**config.mk**
```make
export PLATFORM = sky130hd
export DESIGN_NAME = next_permutation_generator
export DESIGN_NICKNAME = d
export VERILOG_FILES = /design/src/hw/rtl/npg_pkg.sv /design/src/hw/rtl/next_permutation_generator.sv /design/src/hw/rtl/npg_rom.sv /design/src/hw/rtl/npg_ram.sv /design/src/hw/rtl/npg_datapath.sv
export VERILOG_INCLUDE_DIRS = /design/src /design/src/hw/rtl
export SDC_FILE = /design/constraint.sdc
export NUM_CORES = 1
export LEC_CHECK = 0
export ABC_AREA = 1
export BUFFER_PORTS_ARGS = -buffer_cell sky130_fd_sc_hd__buf_2
export CAP_MARGIN = 5
export CORE_MARGIN = 5
export CORE_UTILIZATION = 40
export DETAILED_ROUTE_END_ITERATION = 8
export GPL_TIMING_DRIVEN = 0
export HOLD_SLACK_MARGIN = 0.03
export SLEW_MARGIN = 10
export SYNTH_ARGS = -nofsm -noshare
export SYNTH_HDL_FRONTEND = slang
export SYNTH_SLANG_ARGS = --single-unit
```
**constraint.sdc**
```tcl
create_clock -name i_clk -period 6.4 [get_ports i_clk]
set_input_delay 0.32 -clock i_clk [delete_from_list [all_inputs] [get_ports i_clk]]
set_output_delay 0.32 -clock i_clk [all_outputs]
set_load 0.005 [all_outputs]
```
**src/hw/rtl/next_permutation_generator_assert.svh**
```systemverilog
`ifndef NEXT_PERMUTATION_GENERATOR_ASSERT_SVH
`define NEXT_PERMUTATION_GENERATOR_ASSERT_SVH

// same-cycle implication, checked out of reset
`define NPG_ASSERT_IMP(lbl, clk, rst_n, ante, cons, msg) \
    lbl: assert property (@(posedge clk) disable iff (!rst_n) (ante) |-> (cons)) \
        else $error(msg);

// next-cycle implication, checked out of reset
`define NPG_ASSERT_NXT(lbl, clk, rst_n, ante, cons, msg) \
    lbl: assert property (@(posedge clk) disable iff (!rst_n) (ante) |=> (cons)) \
        else $error(msg);

`endif

```
**src/hw/rtl/npg_pkg.sv**
```systemverilog
`timescale 1ns / 1ps

package npg_pkg;

    localparam int MAX_LEN = 64;
    localparam int ADDR_W  = $clog2(MAX_LEN);
    localparam int CNT_W   = $clog2(MAX_LEN + 1);
    localparam int VAL_W   = 16;

    typedef struct packed {
        logic [VAL_W-1:0] value;
        logic             last;
    } t_in_item;

    typedef struct packed {
        logic [VAL_W-1:0] value_res;
        logic             last_res;
        logic             wrapped;
    } t_out_item;

    typedef enum logic [4:0] {
        UP_LOAD,
        UP_SCAN_INIT,
        UP_SCAN_RD0,
        UP_SCAN_TOP,
        UP_SCAN_RD,
        UP_SCAN_CMP,
        UP_SCAN_NEXT,
        UP_FOUND,
        UP_SUCC_RD,
        UP_SUCC_CMP,
        UP_SUCC_NEXT,
        UP_SWAP_J,
        UP_SWAP_I,
        UP_NOPIV,
        UP_REV_TEST,
        UP_REV_RDI,
        UP_REV_RDJ,
        UP_REV_WRI,
        UP_REV_WRJ,
        UP_EMIT_INIT,
        UP_EMIT_RD,
        UP_EMIT_WAIT,
        UP_EMIT_PUT,
        UP_DONE
    } t_upc;

    typedef enum logic [0:0] {RA_I, RA_J} t_ra_sel;
    typedef enum logic [1:0] {WA_CNT, WA_I, WA_J} t_wa_sel;
    typedef enum logic [1:0] {WD_IN, WD_A, WD_RD} t_wd_sel;
    typedef enum logic [2:0] {IOP_HOLD, IOP_NM1, IOP_DEC, IOP_INC, IOP_ZERO} t_iop;
    typedef enum logic [1:0] {JOP_HOLD, JOP_NM1, JOP_DEC} t_jop;
    typedef enum logic [1:0] {WRP_HOLD, WRP_CLR, WRP_SET} t_wrap_op;

    typedef enum logic [2:0] {
        C_ALWAYS,
        C_IN_LAST,
        C_I_ZERO,
        C_RD_LT_A,
        C_RD_GT_A,
        C_I_LT_J,
        C_OUT_FREE,
        C_I_LAST
    } t_cond;

    typedef struct packed {
        logic     accept;
        logic     rd_en;
        t_ra_sel  ra_sel;
        logic     we;
        t_wa_sel  wa_sel;
        t_wd_sel  wd_sel;
        t_iop     i_op;
        t_jop     j_op;
        logic     a_ld;
        t_wrap_op wrap_op;
        logic     ld_out;
        logic     clr_cnt;
        t_cond    cond;
        t_upc     jt;
        t_upc     jf;
    } t_cword;

    typedef struct packed {
        logic in_last;
        logic i_zero;
        logic rd_lt_a;
        logic rd_gt_a;
        logic i_lt_j;
        logic out_free;
        logic i_last;
    } t_flags;

endpackage

```
**src/hw/rtl/next_permutation_generator.sv**
```systemverilog
`timescale 1ns / 1ps

// channel | handshake           | payload                         | item
// --------+---------------------+---------------------------------+---------------------
// input   | i_valid / o_stall   | i_item  (value, last)           | one sequence element
// output  | o_valid / i_stall   | o_item  (value_res, last_res,   | one result element
//         |                     |          wrapped)               |
//
// Loading accepts one element per cycle. After the final element the sequencer
// scans for the pivot; if one exists it searches the successor and swaps the two,
// else the result wraps. It then reverses the suffix and emits the results, holding
// while the output register is full; one registered memory read paces each step.
// Input stall is high after the final element is taken until UP_DONE ends.
// Reset (synchronous, active low) returns to loading with an empty sequence.

`include "next_permutation_generator_assert.svh"

module next_permutation_generator (
    input  logic                i_clk,
    input  logic                i_rst_n,
    input  logic                i_valid,
    output logic                o_stall,
    input  npg_pkg::t_in_item   i_item,
    output logic                o_valid,
    input  logic                i_stall,
    output npg_pkg::t_out_item  o_item
);
    import npg_pkg::*;

    t_upc   r_pc;
    t_upc   n_pc;
    t_cword cw;
    t_flags flags;
    logic   cond_hit;

    npg_rom u_rom (
        .i_pc (r_pc),
        .o_cw (cw)
    );

    npg_datapath u_dp (
        .i_clk   (i_clk),
        .i_rst_n (i_rst_n),
        .i_cw    (cw),
        .i_valid (i_valid),
        .i_item  (i_item),
        .i_stall (i_stall),
        .o_valid (o_valid),
        .o_item  (o_item),
        .o_flags (flags)
    );

    always_comb begin
        case (cw.cond)
            C_ALWAYS:   cond_hit = 1'b1;
            C_IN_LAST:  cond_hit = flags.in_last;
            C_I_ZERO:   cond_hit = flags.i_zero;
            C_RD_LT_A:  cond_hit = flags.rd_lt_a;
            C_RD_GT_A:  cond_hit = flags.rd_gt_a;
            C_I_LT_J:   cond_hit = flags.i_lt_j;
            C_OUT_FREE: cond_hit = flags.out_free;
            C_I_LAST:   cond_hit = flags.i_last;
            default:    cond_hit = 1'b1;
        endcase
        n_pc = cond_hit ? cw.jt : cw.jf;
    end

    always_ff @(posedge i_clk) begin
        if (!i_rst_n) begin
            r_pc <= UP_LOAD;
        end else begin
            r_pc <= n_pc;
        end
    end

    assign o_stall = !cw.accept;

    `NPG_ASSERT_NXT(a_last_starts_scan, i_clk, i_rst_n,
        i_valid && !o_stall && i_item.last, r_pc == UP_SCAN_INIT,
        "final item did not start scan")
    `NPG_ASSERT_IMP(a_load_when_free, i_clk, i_rst_n,
        cw.ld_out, flags.out_free, "output register overwritten")
    `NPG_ASSERT_NXT(a_load_shows_valid, i_clk, i_rst_n,
        cw.ld_out, o_valid, "loaded result not presented")

endmodule

```
**src/hw/rtl/npg_rom.sv**
```systemverilog
`timescale 1ns / 1ps

module npg_rom (
    input  npg_pkg::t_upc   i_pc,
    output npg_pkg::t_cword o_cw
);
    import npg_pkg::*;

    always_comb begin
        o_cw = '0;
        case (i_pc)
            UP_LOAD: begin
                o_cw.accept = 1'b1;
                o_cw.we     = 1'b1;
                o_cw.wa_sel = WA_CNT;
                o_cw.wd_sel = WD_IN;
                o_cw.cond   = C_IN_LAST;
                o_cw.jt     = UP_SCAN_INIT;
                o_cw.jf     = UP_LOAD;
            end
            UP_SCAN_INIT: begin
                o_cw.i_op    = IOP_NM1;
                o_cw.wrap_op = WRP_CLR;
                o_cw.cond    = C_ALWAYS;
                o_cw.jt      = UP_SCAN_RD0;
            end
            UP_SCAN_RD0: begin
                o_cw.rd_en  = 1'b1;
                o_cw.ra_sel = RA_I;
                o_cw.cond   = C_ALWAYS;
                o_cw.jt     = UP_SCAN_TOP;
            end
            UP_SCAN_TOP: begin
                o_cw.a_ld = 1'b1;
                o_cw.i_op = IOP_DEC;
                o_cw.cond = C_I_ZERO;
                o_cw.jt   = UP_NOPIV;
                o_cw.jf   = UP_SCAN_RD;
            end
            UP_SCAN_RD: begin
                o_cw.rd_en  = 1'b1;
                o_cw.ra_sel = RA_I;
                o_cw.cond   = C_ALWAYS;
                o_cw.jt     = UP_SCAN_CMP;
            end
            UP_SCAN_CMP: begin
                o_cw.cond = C_RD_LT_A;
                o_cw.jt   = UP_FOUND;
                o_cw.jf   = UP_SCAN_NEXT;
            end
            UP_SCAN_NEXT: begin
                o_cw.a_ld = 1'b1;
                o_cw.i_op = IOP_DEC;
                o_cw.cond = C_I_ZERO;
                o_cw.jt   = UP_NOPIV;
                o_cw.jf   = UP_SCAN_RD;
            end
            UP_FOUND: begin
                o_cw.a_ld = 1'b1;
                o_cw.j_op = JOP_NM1;
                o_cw.cond = C_ALWAYS;
                o_cw.jt   = UP_SUCC_RD;
            end
            UP_SUCC_RD: begin
                o_cw.rd_en  = 1'b1;
                o_cw.ra_sel = RA_J;
                o_cw.cond   = C_ALWAYS;
                o_cw.jt     = UP_SUCC_CMP;
            end
            UP_SUCC_CMP: begin
                o_cw.cond = C_RD_GT_A;
                o_cw.jt   = UP_SWAP_J;
                o_cw.jf   = UP_SUCC_NEXT;
            end
            UP_SUCC_NEXT: begin
                o_cw.j_op = JOP_DEC;
                o_cw.cond = C_ALWAYS;
                o_cw.jt   = UP_SUCC_RD;
            end
            UP_SWAP_J: begin
                o_cw.we     = 1'b1;
                o_cw.wa_sel = WA_J;
                o_cw.wd_sel = WD_A;
                o_cw.cond   = C_ALWAYS;
                o_cw.jt     = UP_SWAP_I;
            end
            UP_SWAP_I: begin
                o_cw.we     = 1'b1;
                o_cw.wa_sel = WA_I;
                o_cw.wd_sel = WD_RD;
                o_cw.i_op   = IOP_INC;
                o_cw.j_op   = JOP_NM1;
                o_cw.cond   = C_ALWAYS;
                o_cw.jt     = UP_REV_TEST;
            end
            UP_NOPIV: begin
                o_cw.wrap_op = WRP_SET;
                o_cw.i_op    = IOP_ZERO;
                o_cw.j_op    = JOP_NM1;
                o_cw.cond    = C_ALWAYS;
                o_cw.jt      = UP_REV_TEST;
            end
            UP_REV_TEST: begin
                o_cw.cond = C_I_LT_J;
                o_cw.jt   = UP_REV_RDI;
                o_cw.jf   = UP_EMIT_INIT;
            end
            UP_REV_RDI: begin
                o_cw.rd_en  = 1'b1;
                o_cw.ra_sel = RA_I;
                o_cw.cond   = C_ALWAYS;
                o_cw.jt     = UP_REV_RDJ;
            end
            UP_REV_RDJ: begin
                o_cw.a_ld   = 1'b1;
                o_cw.rd_en  = 1'b1;
                o_cw.ra_sel = RA_J;
                o_cw.cond   = C_ALWAYS;
                o_cw.jt     = UP_REV_WRI;
            end
            UP_REV_WRI: begin
                o_cw.we     = 1'b1;
                o_cw.wa_sel = WA_I;
                o_cw.wd_sel = WD_RD;
                o_cw.cond   = C_ALWAYS;
                o_cw.jt     = UP_REV_WRJ;
            end
            UP_REV_WRJ: begin
                o_cw.we     = 1'b1;
                o_cw.wa_sel = WA_J;
                o_cw.wd_sel = WD_A;
                o_cw.i_op   = IOP_INC;
                o_cw.j_op   = JOP_DEC;
                o_cw.cond   = C_ALWAYS;
                o_cw.jt     = UP_REV_TEST;
            end
            UP_EMIT_INIT: begin
                o_cw.i_op = IOP_ZERO;
                o_cw.cond = C_ALWAYS;
                o_cw.jt   = UP_EMIT_RD;
            end
            UP_EMIT_RD: begin
                o_cw.rd_en  = 1'b1;
                o_cw.ra_sel = RA_I;
                o_cw.cond   = C_ALWAYS;
                o_cw.jt     = UP_EMIT_WAIT;
            end
            UP_EMIT_WAIT: begin
                o_cw.cond = C_OUT_FREE;
                o_cw.jt   = UP_EMIT_PUT;
                o_cw.jf   = UP_EMIT_WAIT;
            end
            UP_EMIT_PUT: begin
                o_cw.ld_out = 1'b1;
                o_cw.i_op   = IOP_INC;
                o_cw.cond   = C_I_LAST;
                o_cw.jt     = UP_DONE;
                o_cw.jf     = UP_EMIT_RD;
            end
            UP_DONE: begin
                o_cw.clr_cnt = 1'b1;
                o_cw.cond    = C_ALWAYS;
                o_cw.jt      = UP_LOAD;
            end
            default: begin
                o_cw.cond = C_ALWAYS;
                o_cw.jt   = UP_LOAD;
            end
        endcase
    end

endmodule

```
**src/hw/rtl/npg_ram.sv**
```systemverilog
`timescale 1ns / 1ps

module npg_ram (
    input  logic                         i_clk,
    input  logic                         i_we,
    input  logic [npg_pkg::ADDR_W-1:0]   i_waddr,
    input  logic [npg_pkg::VAL_W-1:0]    i_wdata,
    input  logic                         i_re,
    input  logic [npg_pkg::ADDR_W-1:0]   i_raddr,
    output logic [npg_pkg::VAL_W-1:0]    o_rdata
);
    import npg_pkg::*;

    logic [VAL_W-1:0] r_mem [MAX_LEN];
    logic [VAL_W-1:0] r_rdata;

    always_ff @(posedge i_clk) begin
        if (i_we) begin
            r_mem[i_waddr] <= i_wdata;
        end
        if (i_re) begin
            r_rdata <= r_mem[i_raddr];
        end
    end

    assign o_rdata = r_rdata;

endmodule

```
**src/hw/rtl/npg_datapath.sv**
```systemverilog
`timescale 1ns / 1ps

module npg_datapath (
    input  logic                i_clk,
    input  logic                i_rst_n,
    input  npg_pkg::t_cword     i_cw,
    input  logic                i_valid,
    input  npg_pkg::t_in_item   i_item,
    input  logic                i_stall,
    output logic                o_valid,
    output npg_pkg::t_out_item  o_item,
    output npg_pkg::t_flags     o_flags
);
    import npg_pkg::*;

    logic [CNT_W-1:0]  r_cnt;
    logic [ADDR_W-1:0] r_i;
    logic [ADDR_W-1:0] r_j;
    logic [VAL_W-1:0]  r_a;
    logic              r_wrap;
    logic              r_ovalid;
    t_out_item         r_oitem;

    logic [ADDR_W-1:0] nm1;
    logic [VAL_W-1:0]  rdata;
    logic              in_acc;
    logic              cnt_room;
    logic              we;
    logic [ADDR_W-1:0] waddr;
    logic [VAL_W-1:0]  wdata;
    logic [ADDR_W-1:0] raddr;
    logic              out_free;

    assign nm1      = ADDR_W'(r_cnt - CNT_W'(1));
    assign in_acc   = i_cw.accept && i_valid;
    assign cnt_room = (r_cnt < CNT_W'(MAX_LEN));
    assign out_free = !r_ovalid || !i_stall;

    always_comb begin
        case (i_cw.wa_sel)
            WA_CNT:  waddr = r_cnt[ADDR_W-1:0];
            WA_I:    waddr = r_i;
            WA_J:    waddr = r_j;
            default: waddr = r_i;
        endcase
        case (i_cw.wd_sel)
            WD_IN:   wdata = i_item.value;
            WD_A:    wdata = r_a;
            WD_RD:   wdata = rdata;
            default: wdata = rdata;
        endcase
        if (i_cw.wa_sel == WA_CNT) begin
            we = i_cw.we && in_acc && cnt_room;
        end else begin
            we = i_cw.we;
        end
        raddr = (i_cw.ra_sel == RA_J) ? r_j : r_i;
    end

    npg_ram u_ram (
        .i_clk   (i_clk),
        .i_we    (we),
        .i_waddr (waddr),
        .i_wdata (wdata),
        .i_re    (i_cw.rd_en),
        .i_raddr (raddr),
        .o_rdata (rdata)
    );

    always_ff @(posedge i_clk) begin
        if (!i_rst_n) begin
            r_cnt    <= '0;
            r_ovalid <= 1'b0;
        end else begin
            if (i_cw.clr_cnt) begin
                r_cnt <= '0;
            end else if (in_acc && cnt_room) begin
                r_cnt <= r_cnt + CNT_W'(1);
            end
            if (i_cw.ld_out) begin
                r_ovalid <= 1'b1;
            end else if (!i_stall) begin
                r_ovalid <= 1'b0;
            end
        end
    end

    always_ff @(posedge i_clk) begin
        case (i_cw.i_op)
            IOP_NM1:  r_i <= nm1;
            IOP_DEC:  r_i <= r_i - ADDR_W'(1);
            IOP_INC:  r_i <= r_i + ADDR_W'(1);
            IOP_ZERO: r_i <= '0;
            default:  r_i <= r_i;
        endcase
        case (i_cw.j_op)
            JOP_NM1: r_j <= nm1;
            JOP_DEC: r_j <= r_j - ADDR_W'(1);
            default: r_j <= r_j;
        endcase
        case (i_cw.wrap_op)
            WRP_CLR: r_wrap <= 1'b0;
            WRP_SET: r_wrap <= 1'b1;
            default: r_wrap <= r_wrap;
        endcase
        if (i_cw.a_ld) begin
            r_a <= rdata;
        end
        if (i_cw.ld_out) begin
            r_oitem.value_res <= rdata;
            r_oitem.last_res  <= (r_i == nm1);
            r_oitem.wrapped   <= r_wrap;
        end
    end

    assign o_valid = r_ovalid;
    assign o_item  = r_oitem;

    assign o_flags.in_last  = in_acc && i_item.last;
    assign o_flags.i_zero   = (r_i == '0);
    assign o_flags.rd_lt_a  = (rdata < r_a);
    assign o_flags.rd_gt_a  = (rdata > r_a);
    assign o_flags.i_lt_j   = (r_i < r_j);
    assign o_flags.out_free = out_free;
    assign o_flags.i_last   = (r_i == nm1);

endmodule

```
== Word level (Yosys, flattened, before mapping) ==
Memory sizes are Yosys's and may differ from the RTL's. A register that Yosys moved wholly into a read port is not among the register bits.
Cells that the tools add are included.

* Bits in registers: 60
* Memory bits (writable): 1024
* Output and inout port bits: 20
* Logic and storage cells: 117
* Memories: 1

* $add $sub $neg: 5
* Order comparisons: 4
* Equality and inequality tests: 42
* Muxes and demuxes: 24
* Bitwise logic cells: 1
* Reduce and logical (&&, ||, !) cells: 30

{| class="wikitable"
|+ Memories
! memory !! words !! bits a word !! read ports !! clocked after Yosys merged registers in !! write ports !! line !! text
|-
| u_dp.u_ram.r_mem || 64 || 16 || 1 || 1 || 1 || npg_ram.sv:14 || <nowiki>logic [VAL_W-1:0] r_mem [MAX_LEN];</nowiki>
|}

{| class="wikitable"
|+ Operators with widths
! kind !! count
|-
| one-hot mux 8 bit (19 select lines) || 1
|-
| == test 5 x 4 -> 1 bit (second input constant) || 8
|-
| == test 5 bit (second input constant) || 8
|-
| one-hot mux 16 bit (2 select lines) || 1
|-
| one-hot mux 5 bit (6 select lines) || 1
|-
| one-hot mux 6 bit (2 select lines) || 2
|-
| one-hot mux 6 bit (4 select lines) || 1
|-
| == test 5 x 3 -> 1 bit (second input constant) || 4
|-
| subtractor 6 x 1 -> 6 bit (second input constant) || 3
|-
| > comparator 16 bit || 1
|-
| less-than comparator 16 bit || 1
|-
| OR reduction 2 bit || 8
|-
| == test 3 bit (second input constant) || 5
|-
| one-hot mux 5 bit (3 select lines) || 1
|-
| == test 3 x 2 -> 1 bit (second input constant) || 4
|-
| one-hot mux 2 bit (2 select lines) || 3
|-
| one-hot mux 3 bit (4 select lines) || 1
|-
| == test 5 x 2 -> 1 bit (second input constant) || 2
|-
| 2-to-1 mux 1 bit || 9
|-
| OR reduction 3 bit || 3
|-
| one-hot mux 1 bit (8 select lines) || 1
|-
| OR reduction 4 bit || 2
|-
| adder 7 x 1 -> 7 bit (second input constant) || 1
|-
| less-than comparator 7 bit (second input constant) || 1
|-
| 21 further kinds || 34
|}

== Depth between registers and ports, before layout ==
Gate-level depths: netlist (run 1).

* Depth after elaboration: 8
* Mapped depth: 17

== Modules after synthesis ==
Synthesis (run 1) repeated with hierarchy kept, for this count alone.

* Cells, all modules: 4082
* Area total of the unflattened synthesis: 46565.9 um2

{| class="wikitable"
|+ Modules (own cells, without submodules)
! module !! times used !! cells an instance !! area an instance (um2) !! seq. area each (um2)
|-
| npg_ram || 1 || 3517 || 42259.3 || 31230.0
|-
| npg_datapath || 1 || 406 || 3482.1 || 1571.5
|-
| npg_rom || 1 || 113 || 494.2 || 0.0
|-
| next_permutation_generator || 1 || 46 || 330.3 || 100.1
|}

== Worst setup path after synthesis (run 1) ==
Ideal clock, no wire load.

* Path type: register to register
* From: register r_pc[4]
* To: memory u_dp.u_ram.r_mem[0][15] (data pin)
* Library setup time: 702 ps
* Arrival: 3782 ps
* Slack: 1917 ps
* Stages on the path, launching flop included: 9
* Buffers on the path: 3
* Clock period less this slack: 4483 ps
* Cell sequence: dfxtp_1 > buf_2 > inv_2 > nand3_1 > nor2_1 > nor2_1 > buf_2 > clkbuf_1 > o21ai_0

* Cells in the longest elaborated chain, start to end: 5
* Elaborated cells between the ends (all ways): 11

{| class="wikitable"
|+ RTL lines
! what !! line !! text
|-
| start: declaration || next_permutation_generator.sv:30 || <nowiki>t_upc r_pc;</nowiki>
|-
| start signal: assignment || next_permutation_generator.sv:72 || <nowiki>r_pc <= n_pc;</nowiki>
|-
| == test 5 x 4 -> 1 bit or == test 5 bit (tied branches) || npg_rom.sv:11 || <nowiki>case (i_pc)</nowiki>
|-
| OR reduction 2 bit (no source line) || - ||
|-
| one-hot mux 5 bit (3 select lines) * || npg_rom.sv:11 ||
|-
| == test 2 x 1 -> 1 bit or logical NOT 2 bit (tied branches) || npg_datapath.sv:46 || <nowiki>case (i_cw.wd_sel)</nowiki>
|-
| one-hot mux 16 bit (2 select lines) * || npg_datapath.sv:46 ||
|-
| via u_dp.u_ram.i_wdata, one bit || npg_ram.sv:7 || <nowiki>input logic [npg_pkg::VAL_W-1:0] i_wdata,</nowiki>
|-
| end: declaration || npg_ram.sv:14 ||
|}

Mark *: on every way through the listed nets, which the timed path passes. The rest lies on a longest branch.

== Final worst setup path (run 1) ==
* From: register r_pc[0]
* To: register u_dp.u_ram.r_rdata[8], in the netlist u_dp.u_ram.o_rdata[8], read port of u_dp.u_ram.r_mem (data pin)

* Cells in the longest elaborated chain, start to end: 4
* Elaborated cells between the ends (all ways): 10

{| class="wikitable"
|+ RTL lines
! what !! line !! text
|-
| == test 5 x 2 -> 1 bit, or another cell as far along || npg_rom.sv:11 ||
|-
| OR reduction 4 bit (no source line) or OR reduction 2 bit (tied branches) || - ||
|-
| one-hot mux 2 bit (2 select lines) * || npg_rom.sv:11 ||
|-
| 2-to-1 mux 6 bit || npg_datapath.sv:57 || <nowiki>raddr = (i_cw.ra_sel == RA_J) ? r_j : r_i;</nowiki>
|-
| end: declaration || npg_ram.sv:15 || <nowiki>logic [VAL_W-1:0] r_rdata;</nowiki>
|}

Every way passes the cells marked *; elsewhere a longest branch is shown, timed or not.
A chain may end at the register's enable or synchronous reset.

==> metrics.md, run 1 <==
| Metric | Value |
|---|---|
| Via count | 36388 |
| Status | complete, no violations |
| Synth Flop Type | edfxtp_1 |
| Total Wirelength | 160.6 mm |
| Commonest non-fill, non-tap cell in the layout | nand3_1 |
| H-tree Lvls | 3 |
| Most frequent cells in the layout | nand3_1, nand2_1, edfxtp_1 |
| Clock tree from TritonCTS | yes |
| DRC Markers | 0 |
| Post-CTS Setup Bufs | 0 |
| Setup CP Type | reg -> reg |
| FP Rows | 129 |
| Post-synth EDFFs | 1087 |
| Placed cell area | 54060 µm² |
| First-pass GRT wire length | 231.3 mm |
| Drt wl/cell | 23.19 µm |
| Synth area leader | edfxtp_1 |
| First-pass DRT Iterations | 6 |
| Die H | 361.9 µm |
| Fin. Hold Viols | 0 |
| Rel. slew slack | 0.1975 |
| Antenna cells | 0 |
| Initial antenna violation count | 3 |
| Max Buffers Root-to-Sink | 3 |
| PortBufs | 40 |
| Compound-Gate Fraction of Synth Area | 0.01122 |
| Cell mode on critical path | nand3_1 |
| Maximum clock rate | 0.2222 GHz |
| Synth Area in Simple Gates | 0.2103 |
| CORE AREA | 123300 µm² |
| Clock Sinks | 1100 |
| Number of buffers added by the clock tree synthesis step | 113 |
| Initial Util | 0.4017 |
| Clk root buf | clkbuf_16 |
| Cell variety after synth | 41 |
| Post-Synth XOR/XNOR Area | 0.001768 |
| Min-delay worst type | in -> reg |
| Reg area | 32900 µm² |
| Synth area leaders | edfxtp_1, nand3_1, nand2_1 |
| Power per cell area | 472.7 nW/µm² |
| Leakage | 24.46 nW |
| Crit path launch type | flop |
| Max-cap violation count | 0 |
| Worst Setup End Kind | flop |
| Area occupied by multi-input gates | 11760 µm² |
| Number of global-route vias before repair | 33788 |
| Net count after synthesis | 4940 |
| Worst slew pin tran | 1.196 ns |
| Slew Viols, Final | 0 |
| GRT Residual Overflow | 0 |
| Final instance area | 57570 µm² |
| Die area | 131000 µm² |
| Crit-path slowest cell | buf_2 |
| Fill cells | 11365 |
| Nets@finish | 5253 |
| CP Cell Sequence | nor2_2 > nand3_2 > nand2_2 > nand2_2 > nand2_2 > buf_2 > buf_2 > nand2_1 > nand3_1 > nand3_1 > nand3_1 > nand3_1 > nand3_1 > nand2_1 |
| Synth Cell Area | 49530 µm² |
| Async set-reset flop share out of synthesis | 0 |
| # setup viols final | 0 |
| Post-synthesis mux area share | 0.0002021 |
| Pin count of the biggest net entering global routing | 33 |
| Register area share after synthesis | 0.6642 |
| Worst path max stage delay | 0.59 ns |
| Main combinational cell family by area after synthesis | simple AND/OR/NAND/NOR gates |
| RSZ-0062 raised after global routing | no |
| Clk_lat worst skew | 0.74 ns |
| Minimum clock period | 4.501 ns |
| Flops & latches, synth | 1100 |
| Max Fanout on Critical Path | 10 |
| DP HPWL | 116.6 mm |
| PostCTS Resize Cnt | 0 |
| Worst vdd ir | 0.2690 mV |
| Routability cong. | 0.9632 |
| Period Utilization, post-route | 0.7033 |
| Pwr Total | 27.21 mW |
| Yosys warns | 0 |
| Routed Antenna Nets | 0 |
| Vias per inst | 5.252 |
| Die Wd | 361.9 µm |
| I/O pin cnt | 41 |
| Avg Cell Area, Syn | 10.14 µm² |
| CTS clk-pin slew, worst paths | 0.06 ns |
| Drt initial violations | 4826 |
| Area delta synth->final | 16.22% |
| Skew final | 0.02729 ns |
| Tot GR Track Use | 0.2404 |
| Arr. time, crit path | 4.94 ns |
| Syn Inst Count | 4887 |
| Layout cell share with drive strength beyond 1 | 0.1189 |
| WP data required | 6.84 ns |
| Post-Synth Adder-Cell Area | 0.008235 |
| Cts hold-fix bufs | 3 |
| Share of Yosys cell area claimed by the top area cell type | 0.6590 |
worst max-delay path: cells and delay by family, from the launching register on:
kind                   cells  cell delay, ns
buffers and inverters      2            1.02
flip-flops                 1            0.37
AND/OR/NAND/NOR           12            2.80
synthesized netlist by cell type (2+ instances only):
library cell / instances
nand3_1: 1106
nand2_1: 1099
edfxtp_1: 1087
inv_1: 1041
buf_2: 152
nor2_1: 109
clkbuf_1: 40
ha_1: 31
o21ai_0: 25
a21oi_1: 19
nor3_1: 19
buf_1: 18
nand4_1: 14
buf_6: 13
dfxtp_1: 13
buf_4: 12
o22ai_1: 10
a22oi_1: 9
o211ai_1: 9
xor2_1: 8
inv_2: 7
nor2_2: 6
nand3_2: 5
nor4_1: 5
o21ai_1: 5
nand2_2: 4
a21boi_0: 2
a21oi_2: 2
clkinv_1: 2
o2111ai_1: 2
o21ai_2: 2
xnor2_1: 2
registers in the layout (all words and copies together), names as in the netlist:
register / count
r_pc: 5
u_dp.o_item: 18
u_dp.o_valid: 1
u_dp.r_a: 16
u_dp.r_cnt: 7
u_dp.r_i: 6
u_dp.r_j: 6
u_dp.r_wrap: 1
u_dp.u_ram.o_rdata: 16
u_dp.u_ram.r_mem: 1024
layout make-up:
cell class	instances	share of cell area
flip-flops and latches	1100	0.5715
multi-input cells	2502	0.2042
inverters	1050	0.06846
clock buffers	138	0.05147
repair buffers	198	0.03864
well taps	1637	0.03558
plain buffers	235	0.02110
clock inverters	68	0.008977
metal layers:
layer | global-route usage | vias up | wire length, µm | share of wire
li1 | - | 16618 | - | -
met4 | 0.1041 | 0 | 7707 | 0.048
met1 | 0.3293 | 17523 | 64350 | 0.40
met2 | 0.3755 | 1911 | 72330 | 0.45
met3 | 0.04678 | 336 | 16240 | 0.10
met5 | 0 | - | 0 | 0
logic make-up (layout without fill, tap and decap cells):
group	count (synthesis)	after routing
xor+xnor	10	10
buf+inv	1285	1689
fa+ha+maj	32	32
compound gates	90	90
flops	1100	1100
mux	1	1
simple gates	2369	2369
where the power goes:
part           internal [mW]  switching [mW]  leakage [nW]
sequential              8.67           0.165          9.89
combinational           3.04            9.00          12.9
clock                   3.52            2.82          1.70
total                   15.2            12.0          24.5
final timing paths:
kind                               from                           endpoint  slack [ns]  cells past startpoint
setup / recovery     r_pc[0]$_SDFF_PN0_    u_dp.u_ram.o_rdata[8]$_DFFE_PN_        1.90                     14
hold / removal               i_item[10]  u_dp.u_ram.r_mem[58][9]$_DFFE_PP_        0.09                      3
setup reg to reg     r_pc[0]$_SDFF_PN0_    u_dp.u_ram.o_rdata[8]$_DFFE_PN_        1.90                     14
hold reg to reg   u_dp.r_wrap$_DFFE_PP_           u_dp.o_item[0]$_DFFE_PP_        0.42                      0
stage by stage:
stage | utilization | worst slack (ns) | hold slack, ns | setup TNS, ns | instances
finish | 0.4668 | 1.899 | 0.09128 | 0 | 6928
global route | 0.4668 | 1.880 | 0.08903 | 0 | 6928
CTS | 0.4668 | 2.096 | 0.04331 | 0 | 6928
detailed placement | 0.4384 | 2.104 | 0.4144 | 0 | 6719
global placement | 0.4199 | -4.419 | 0.4103 | -2470.84 | 6564
floorplan | - | 1.917 | 0.4003 | 0 | 4887
Power figures use the tool's default switching activity.
==> run 2, diff against run 1 <==
clock period = 4.1 ns   (was 6.4 ns; I/O delays follow)
==> metrics.md, run 2 (same netlist as run 1, synthesis figures left out) <==
| Metric | Value |
|---|---|
| Clock tree from TritonCTS | yes (unchanged) |
| Pin count of the biggest net entering global routing | 33 (unchanged) |
| Hold path depth | 4 (was 3) |
| Drt initial violations | 4828 (was 4826) |
| Leakage | 24.50 nW (was 24.46 nW) |
| Vias per inst | 5.276 (was 5.252) |
| Worst vdd ir | 0.4255 mV (was 0.2690 mV) |
| DRC Markers | 0 (unchanged) |
| I/O pin cnt | 41 (unchanged) |
| Min-delay worst type | in -> reg (unchanged) |
| Setup CP Type | reg -> reg (unchanged) |
| Slew Viols, Final | 0 (unchanged) |
| Worst Setup End Kind | flop (unchanged) |
| Net switching component of the power | 18.74 mW (was 11.99 mW) |
| Initial Util | 0.4017 (unchanged) |
| Drt wl/cell | 23.18 µm (was 23.19 µm) |
| CORE AREA | 123300 µm² (unchanged) |
| Worst-case hold path end point | u_dp.u_ram.r_mem[51][4]$_DFFE_PP_ (was u_dp.u_ram.r_mem[58][9]$_DFFE_PP_) |
| Max reg flops | 1024 (unchanged) |
| First-pass GRT wire length | 231.2 mm (was 231.3 mm) |
| Nets@finish | 5261 (was 5253) |
| R2r setup slk | 0.002 ns (was 1.90 ns) |
| Hold slack | 0.05390 ns (was 0.09128 ns) |
| Most flops, register | u_dp.u_ram.r_mem (unchanged) |
| Tot GR Track Use | 0.2404 (about the same) |
| Reg-to-Reg End | u_dp.u_ram.r_mem[22][5]$_DFFE_PP_ (was u_dp.u_ram.o_rdata[8]$_DFFE_PN_) |
| Fin cells | 6938 (was 6928) |
| Commonest non-fill, non-tap cell in the layout | nand3_1 (unchanged) |
| Most frequent cells in the layout | nand3_1, nand2_1, edfxtp_1 (unchanged) |
| Skew final | 0.03203 ns (was 0.02729 ns) |
| Clock Sinks | 1100 (unchanged) |
| Hold Path Origin | i_item[5] (was i_item[10]) |
| Placed Cells | 6719 (unchanged) |
| Clk pwr share | 0.233 (about the same) |
| CTS clk-pin slew, worst paths | 0.06 ns (about the same) |
| Power per cell area | 736.9 nW/µm² (was 472.7 nW/µm²) |
| Number of global-route vias before repair | 33891 (was 33788) |
| Arr. time, crit path | 4.53 ns (was 4.94 ns) |
| Crit path launch type | flop (unchanged) |
| Status | complete, no violations (unchanged) |
| Max-cap violation count | 0 (unchanged) |
| Number of buffers added by the clock tree synthesis step | 113 (unchanged) |
| Routed Antenna Nets | 0 (unchanged) |
| Clk root buf | clkbuf_16 (unchanged) |
| P_int | 23.77 mW (was 15.22 mW) |
| Minimum clock period | 4.098 ns (was 4.501 ns) |
| Reg power frac | 0.324 (was 0.325) |
| GRT Residual Overflow | 0 (unchanged) |
| RSZ-0062 raised after global routing | yes (was no) |
| DP HPWL | 116.6 mm (unchanged) |
| PortBufs | 40 (unchanged) |
| Sw frac | 0.4408 (was 0.4407) |
| Combinational power share | 0.443 (about the same) |
| H-tree Lvls | 3 (unchanged) |
| Layout cell share with drive strength beyond 1 | 0.1189 (about the same) |
| Clk_lat worst skew | 0.74 ns (about the same) |
| # setup viols final | 0 (unchanged) |
| Initial antenna violation count | 3 (unchanged) |
| Fin. Hold Viols | 0 (unchanged) |
| Period Utilization, post-route | 0.9996 (was 0.7033) |
| Routability cong. | 0.9632 (unchanged) |
| Total Wirelength | 160.8 mm (was 160.6 mm) |
| Maximum clock rate | 0.2440 GHz (was 0.2222 GHz) |
| RR Startpoint | r_pc[4]$_SDFF_PN0_ (was r_pc[0]$_SDFF_PN0_) |
| Via count | 36607 (was 36388) |
| Worst slew pin tran | 1.137 ns (was 1.196 ns) |
| Utilization after layout | 0.4679 (was 0.4668) |
| Die area | 131000 µm² (unchanged) |
| Area delta synth->final | 16.48% (was 16.22%) |
| WP data required | 4.53 ns (was 6.84 ns) |
| FP Rows | 129 (unchanged) |
| Max Buffers Root-to-Sink | 3 (unchanged) |
| First-pass DRT Iterations | 8 (was 6) |
| Pwr Total | 42.52 mW (was 27.21 mW) |
| Die H | 361.9 µm (unchanged) |
| Reg2Reg Depth | 13 (was 14) |
| Max Fanout on Critical Path | 9 (was 10) |
| Rel. slew slack | 0.2368 (was 0.1975) |
| Die Wd | 361.9 µm (unchanged) |
run 2: worst max path at each step:
stage                       start  cells past startpoint  slack, ns                            endpoint
5_1_grt        r_pc[0]$_SDFF_PN0_                     10      -0.14  u_dp.u_ram.r_mem[51][12]$_DFFE_PP_
6_report       r_pc[4]$_SDFF_PN0_                     13      0.002   u_dp.u_ram.r_mem[22][5]$_DFFE_PP_
3_5_place_dp   r_pc[0]$_SDFF_PN0_                     14      -0.20     u_dp.u_ram.o_rdata[7]$_DFFE_PN_
2_1_floorplan  r_pc[4]$_SDFF_PN0_                      8      -0.38   u_dp.u_ram.r_mem[0][15]$_DFFE_PP_
3_3_place_gp   r_pc[4]$_SDFF_PN0_                      7      -6.72    u_dp.u_ram.r_mem[3][5]$_DFFE_PP_
4_1_cts        r_pc[4]$_SDFF_PN0_                     15       0.07     u_dp.u_ram.o_rdata[8]$_DFFE_PN_
run 2: metal layers:
metal | GRT usage | vias up | part of all wire | wire [µm]
li1 | - | 16644 | - | -
met1 | 0.3285 | 17653 | 0.40 | 64240
met2 | 0.3753 | 1966 | 0.45 | 72400
met3 | 0.04747 | 344 | 0.10 | 16440
met4 | 0.1050 | 0 | 0.048 | 7728
met5 | 0 | - | 0 | 0
run 2: critical path: stages, from the launching register on:
cell and delay (ns):
dfxtp_1 0.29, buf_2 0.18, inv_2 0.16, nand3_1 0.11
nor2_1 0.31, nor2_1 0.18, nand2_1 0.13, inv_2 0.06
a21oi_1 0.52, inv_1 0.24, nor2_1 0.23, nand3_1 0.42
nor2_2 0.71, buf_8 0.24
run 2: timing repair:
item / in CTS / in global routing
pin swaps: 0 / 0
buffers inserted: 0 / 0
gates resized for setup: 3 / 9
hold buffers: 11 / 0
hold endpoints to repair: 41 / 0
setup endpoints to repair: 11 / 156
run 2: metrics by stage:
| step | setup TNS, ns | worst slack [ns] | cell area (µm²) |
|---|---|---|---|
| after floorplan | -134.31 | -0.3834 | 49530 |
| after global placement | -5345.30 | -6.719 | 51780 |
| after detailed placement | -1.137 | -0.1961 | 54060 |
| after CTS | 0 | 0.07174 | 57660 |
| after global routing | -11.84 | -0.1394 | 57690 |
| final | 0 | 0.001550 | 57700 |
run 2: power groups by stage:
stage               Clock [mW]  Sequential, mW  Combinational, mW
global route              10.5            13.8               19.7
floorplan                    0            14.0               9.96
finish                    9.90            13.8               18.8
CTS                       9.99            13.8               18.3
detailed placement           0            14.0               18.2
global placement             0            14.4               17.4
run 2: final cells by class:
type,count,area [µm²]
Fill cell,11355,65620
Sequential cell,1100,32900
Multi-Input combinational cell,2502,11790
Inverter,1050,3941
Clock buffer,138,2963
Timing Repair Buffer,206,2305
Tap cell,1637,2048
Buffer,235,1224
Clock inverter,68,516.7
Antenna cell,2,5.005
